--- src/sv/perlin_noise_3d_top_defines.svh ---
// Assertion macros for the 3D gradient noise block
`ifndef PERLIN_NOISE_3D_TOP_DEFINES_SVH
`define PERLIN_NOISE_3D_TOP_DEFINES_SVH

// same-cycle implication, disabled while reset is high
`define PN3_ASSERT_IMP(lbl, ante, cons) \
   lbl: assert property (@(posedge clock) disable iff (reset) (ante) |-> (cons)) \
      else $error("pn3 implication check failed");

// next-cycle implication, disabled while reset is high
`define PN3_ASSERT_NXT(lbl, ante, cons) \
   lbl: assert property (@(posedge clock) disable iff (reset) (ante) |=> (cons)) \
      else $error("pn3 next-cycle check failed");

`endif

--- src/sv/pn3_pkg.sv ---
// Shared types and constants for the 3D gradient noise block
`timescale 1ns / 1ps
package pn3_pkg;
   localparam int unsigned TW = 16;   // Q16 fraction
   localparam int unsigned FW = 17;   // fade, Q16 in [0, 65536]
   localparam int unsigned VW = 19;   // gradient and lerp values
   localparam int unsigned PW = 38;   // lerp products
   localparam int unsigned NW = 16;   // noise output

   localparam logic KIND_EVAL  = 1'b0;
   localparam logic KIND_WRITE = 1'b1;

   typedef logic [3:0] hash_type;

   typedef struct packed {
      logic       wr;
      logic [7:0] entry_index;
      logic [7:0] entry_value;
   } ctl_type;
endpackage

--- src/sv/pn3_fade.sv ---
// Three-stage quintic fade 6t^5-15t^4+10t^3 in Q16
`timescale 1ns / 1ps
module pn3_fade import pn3_pkg::*; (
   input  logic          clock,
   input  logic          adv,
   input  logic [TW-1:0] t,
   output logic [FW-1:0] fade_ff
);
   logic [31:0] t2_ff;
   logic [TW-1:0] tq_ff;
   logic [31:0] t3_ff;
   logic [19:0] q16_ff;
   logic [31:0] t3_in;
   logic [36:0] q_in;
   logic [FW-1:0] fade_in;

   always_comb begin
      t3_in   = 32'((48'(t2_ff) * 48'(tq_ff)) >> 16);
      q_in    = 37'(t2_ff) * 37'd6 + (37'd10 << 32) - ((37'(tq_ff) * 37'd15) << 16);
      fade_in = FW'((52'(t3_ff) * 52'(q16_ff)) >> 32);
   end

   always_ff @(posedge clock) begin
      if (adv) begin
         t2_ff   <= 32'(t) * 32'(t);
         tq_ff   <= t;
         t3_ff   <= t3_in;
         q16_ff  <= q_in[35:16];
         fade_ff <= fade_in;
      end
   end
endmodule

--- config.mk ---
export PLATFORM = sky130hd
export DESIGN_NAME = pn3_fade
export DESIGN_NICKNAME = d
export VERILOG_FILES = /design/src/sv/perlin_noise_3d_top_defines.svh /design/src/sv/pn3_pkg.sv /design/src/sv/pn3_fade.sv
export SDC_FILE = /design/constraint.sdc
export NUM_CORES = 2
export LEC_CHECK = 0
export ABC_CLOCK_PERIOD_IN_PS = 9600
export BUFFER_PORTS_ARGS = -buffer_cell sky130_fd_sc_hd__buf_2
export CORE_ASPECT_RATIO = 1.25
export CORE_MARGIN = 10
export CORE_UTILIZATION = 40
export DETAILED_ROUTE_END_ITERATION = 7
export GPL_TIMING_DRIVEN = 0
export PLACE_DENSITY = 0.65
export REMOVE_ABC_BUFFERS = 1
export SETUP_SLACK_MARGIN = 0.02
export SLEW_MARGIN = 20
export SYNTH_ARGS = -nofsm -noshare
export SYNTH_HDL_FRONTEND = slang
export SYNTH_SLANG_ARGS = --single-unit
--- constraint.sdc ---
create_clock -name clock -period 9.6 [get_ports clock]
set_clock_uncertainty 0.15 [all_clocks]
set_input_delay 1.92 -clock clock [delete_from_list [all_inputs] [get_ports clock]]
set_output_delay 1.92 -clock clock [all_outputs]
set_load 0.02 [all_outputs]
Yosys cells after proc, flatten, opt, wreduce, memory -nomap -nowiden. Index checks and enable logic that the tools add are counted.

Flip-flop bits (word level): 117.

$add $sub $neg: 2. Multipliers: 5.

Operators with widths (count): multiplier 32 x 20 -> 49 bit (1); multiplier 32 x 16 -> 48 bit (1); adder 35 x 36 -> 36 bit (second input constant) (1); subtractor 36 bit (1); multiplier 32 x 2 -> 34 bit (second input constant) (1); multiplier 16 x 16 -> 32 bit (1); multiplier 16 x 4 -> 20 bit (second input constant) (1).

Longest topological paths before layout.
Depth after elaboration: 3. Mapped depth: 27. Mapped depth without buffers: 26.

Worst setup path before layout. Ideal clock, no wire load.

Path type: input -> register. Start point: in t[3]. End point: reg t2_ff[30], data pin. Data arrival time: 7351 ps. Library setup time: 258 ps. Setup slack: 1841 ps. Buffers on the path: 1. Stages on the path: 26. Cell sequence: clkbuf_1 -> nand2_1 -> inv_1 -> fa_1 -> inv_1 -> fa_1 -> inv_1 -> fa_1 -> inv_1 -> fa_1 -> inv_1 -> fa_1 -> inv_1 -> fa_1 -> inv_1 -> ha_1 -> a21oi_1 -> o21ai_0 -> nor4_1 -> a2bb2oi_1 -> o221ai_1 -> o21bai_1 -> a21oi_1 -> o31ai_1 -> a21oi_1 -> xnor2_1.

Cells in the longest elaborated chain, start to end: 1.

Ends and longest elaborated chain: from (decl) (line pn3_fade.sv:6) `input logic [TW-1:0] t,`; multiplier 16 x 16 -> 32 bit (line pn3_fade.sv:25) `t2_ff <= 32'(t) * 32'(t);`; to (signal assigned) (line pn3_fade.sv:25); to (decl) (line pn3_fade.sv:9) `logic [31:0] t2_ff;`.

Every way passes these cells. A chain may end at the register's enable or synchronous reset.

Final worst setup path.
Start point: reg t3_ff[10]. End point: reg fade_ff[13], data pin.

Cells in the longest elaborated chain, start to end: 1.

Ends and longest elaborated chain: from (decl) (line pn3_fade.sv:11) `logic [31:0] t3_ff;`; from (signal assigned) (line pn3_fade.sv:27) `t3_ff <= t3_in;`; multiplier 32 x 20 -> 49 bit (line pn3_fade.sv:20) `fade_in = FW'((52'(t3_ff) * 52'(q16_ff)) >> 32);`; named net fade_in[13] (line pn3_fade.sv:15) `logic [FW-1:0] fade_in;`; to (signal assigned) (line pn3_fade.sv:29) `fade_ff <= fade_in;`; to (decl) (line pn3_fade.sv:7) `output logic [FW-1:0] fade_ff`.

The timed path passes the listed nets, and every way through them passes these cells.

==> key figures <==
GRT
  – GRT Util Overall: 17.69%
  – Global route total overflow: 0
  – Largest net degree at the start of global routing: 68
  – First-pass GRT wire length: 196,800 µm
  – Vias in the first global route: 38,990
  – Initial antenna violation count: 3

Synth
  – Top-count cell post-synth: inv_1
  – Register area share after synthesis: 7.058%
  – Synth Flop Type: edfxtp_1
  – Synth cell types: 71
  – Mapped Cells: 5,314
  – Post-synth top cells: 1,270 x inv_1, 1,134 x fa_1, 796 x nand2_1
  – Post-synth ARST share: 0%
  – Yosys top cell area share: 46.40%
  – Top cell type by total area after synthesis: fa_1
  – Synth Cell Area: 48,930 µm²
  – Seq cells post-synth: 115
  – Mean Syn Cell Area: 9.207 µm²
  – Area contributors post-synth: fa_1 46%, ha_1 12%, inv_1 9.7%
  – Syn. warnings: 0
  – EDFF count, synth: 115

Timing
  – Worst hold margin: 1154 ps
  – Pins Over Slew Limit: 0
  – Final Cycle Share: 86.71%
  – RSZ-0062 raised after global routing: no
  – FMAX: 0.1201 GHz
  – Final setup viols: 0
  – Min cycle time layout: 8325 ps
  – Final hold vios: 0
  – Worst rel slew slack: 17.82%
  – Setup_tns: 0 ps
  – Worst-margin pin slew: 1233 ps

Clocking
  – CTS Sinks: 115
  – Clk_lat worst skew: 470 ps
  – CTS tree: done
  – Reg clk slew, reported paths: 70 ps
  – Hold_buf cts: 0
  – Clock buffer depth: 2
  – CTS H-tree depth: 4
  – Clock Tree Root: clkbuf_16
  – Setup Fix Bufs, Post-CTS: 0
  – CTS Buf Count: 17
  – CTS resizes: 0

Floorplan
  – # rows: 143
  – Die width: 332.8 µm
  – DIE HEIGHT: 411.0 µm
  – Ports: 35
  – Initial Utilization: 40.27%
  – Core area: 121,500 µm²
  – Area of the die: 136,800 µm²

Critical path
  – Crit end category: flop
  – Critical path type: flop to flop
  – Critical Path AT: 8380 ps
  – Worst setup SP type: flop
  – Worst path required time: 9660 ps
  – CP Max Fanout: 20

Drt
  – DR WL/cell: 17.13 µm
  – DRT antenna net count: 0
  – Initial DRC Count: 1,884
  – DRC Markers: 0
  – Drt total wl: 116,800 µm
  – Vias per cell: 5.064
  – Via count: 34,540
  – Pre-antenna DRT Iters: 5

Finish
  – Layout Cells excl Fill: 6,820
  – Layout cells sized above 1: 2.890%
  – P&R area growth vs syn: 6.178%
  – Diode count: 0
  – Post-route cell area: 51,950 µm²
  – Nets: 6,830

Run
  – Total of max-cap violations: 0

Placed design
  – DP Area: 51,370 µm²
  – Dpl cells: 6,787
  – I/O Buffers: 34
  – Dpl hpwl: 93,330 µm
  – Gp weighted congestion: 0.8805

Outcome
  – Outcome: completed

Min path
  – HP Class: flop to flop
sequential cells by signal, summed over array words and instances (netlist names):
name and count:
t3_ff 32, t2_ff 31, q16_ff 20, fade_ff 17, tq_ff 15
stage by stage:
stage               worst slack [ps]  util (%)
finish                          1275     42.76
global route                    1013     42.76
CTS                             1325     42.75
detailed placement             880.0     42.29
global placement               908.7     41.38
floorplan                       2044         -
path summary, 6_finish.rpt:
kind	startpoint	end	depth (start not counted)	slack, ps
setup / recovery	t3_ff[10]	fade_ff[13]	22	1280
hold / removal	q16_ff[18]	fade_ff[16]	4	1150
setup reg to reg	t3_ff[10]	fade_ff[13]	22	1280
hold reg to reg	q16_ff[18]	fade_ff[16]	4	1150
cell families after synthesis:
family	synth area share, %
xor gates and xnor gates	2.685
muxes	0.04347
adders and majority gates	58.31
DFF	7.058
buffers and inverters	11.45
and+or+nand+nor	15.47
AOI/OAI and AO/OA	4.966
other	0.01535
cell usage in the layout, fill, tap and decap left out, types with 23 or more instances in the layout:
master / count
nand3_1: 32
fa_1: 1134
ha_1: 466
o21ai_0: 70
nand2_1: 796
edfxtp_1: 115
xor2_1: 59
nor2_1: 109
nor2b_1: 23
and2_1: 519
buf_2: 33
nor3_1: 23
a21o_1: 44
nand2b_1: 25
buf_8: 44
xnor2_1: 91
a21oi_1: 126
inv_1: 1270
critical path, cell delays in order, from the launching register on:
cell	delay [ps]
edfxtp_1	1170
nand2_1	200
fa_1	590
inv_1	60
fa_1	460
fa_1	500
fa_1	530
fa_1	450
fa_1	520
inv_1	50
fa_1	480
inv_1	40
ha_1	350
nand4_1	140
nor2_1	190
nand4_1	110
nor3_1	490
o2111ai_1	400
a2111o_1	540
a21oi_1	190
nor2b_1	100
o21ai_0	250
xor2_1	100
final cells by class:
class                           count  area, µm²
Tap cell                         1595       1996
Sequential cell                   115       3453
Multi-Input combinational cell   3712      39890
Fill cell                       11720      69540
Clock inverter                     15      136.4
Timing Repair Buffer               96       1284
Clock buffer                       17      425.4
Inverter                         1270       4767
layer usage:
metal  part of all wire, %  global-route usage, %
met5                 0.022                      0
met4                   3.7                  6.496
met3                   5.0                  1.815
met2                    52                  32.62
met1                    39                  21.12
Power is left out: the tool's default activity adds up to more than one toggle a clock period on the data nets, which glitch-free logic cannot reach.
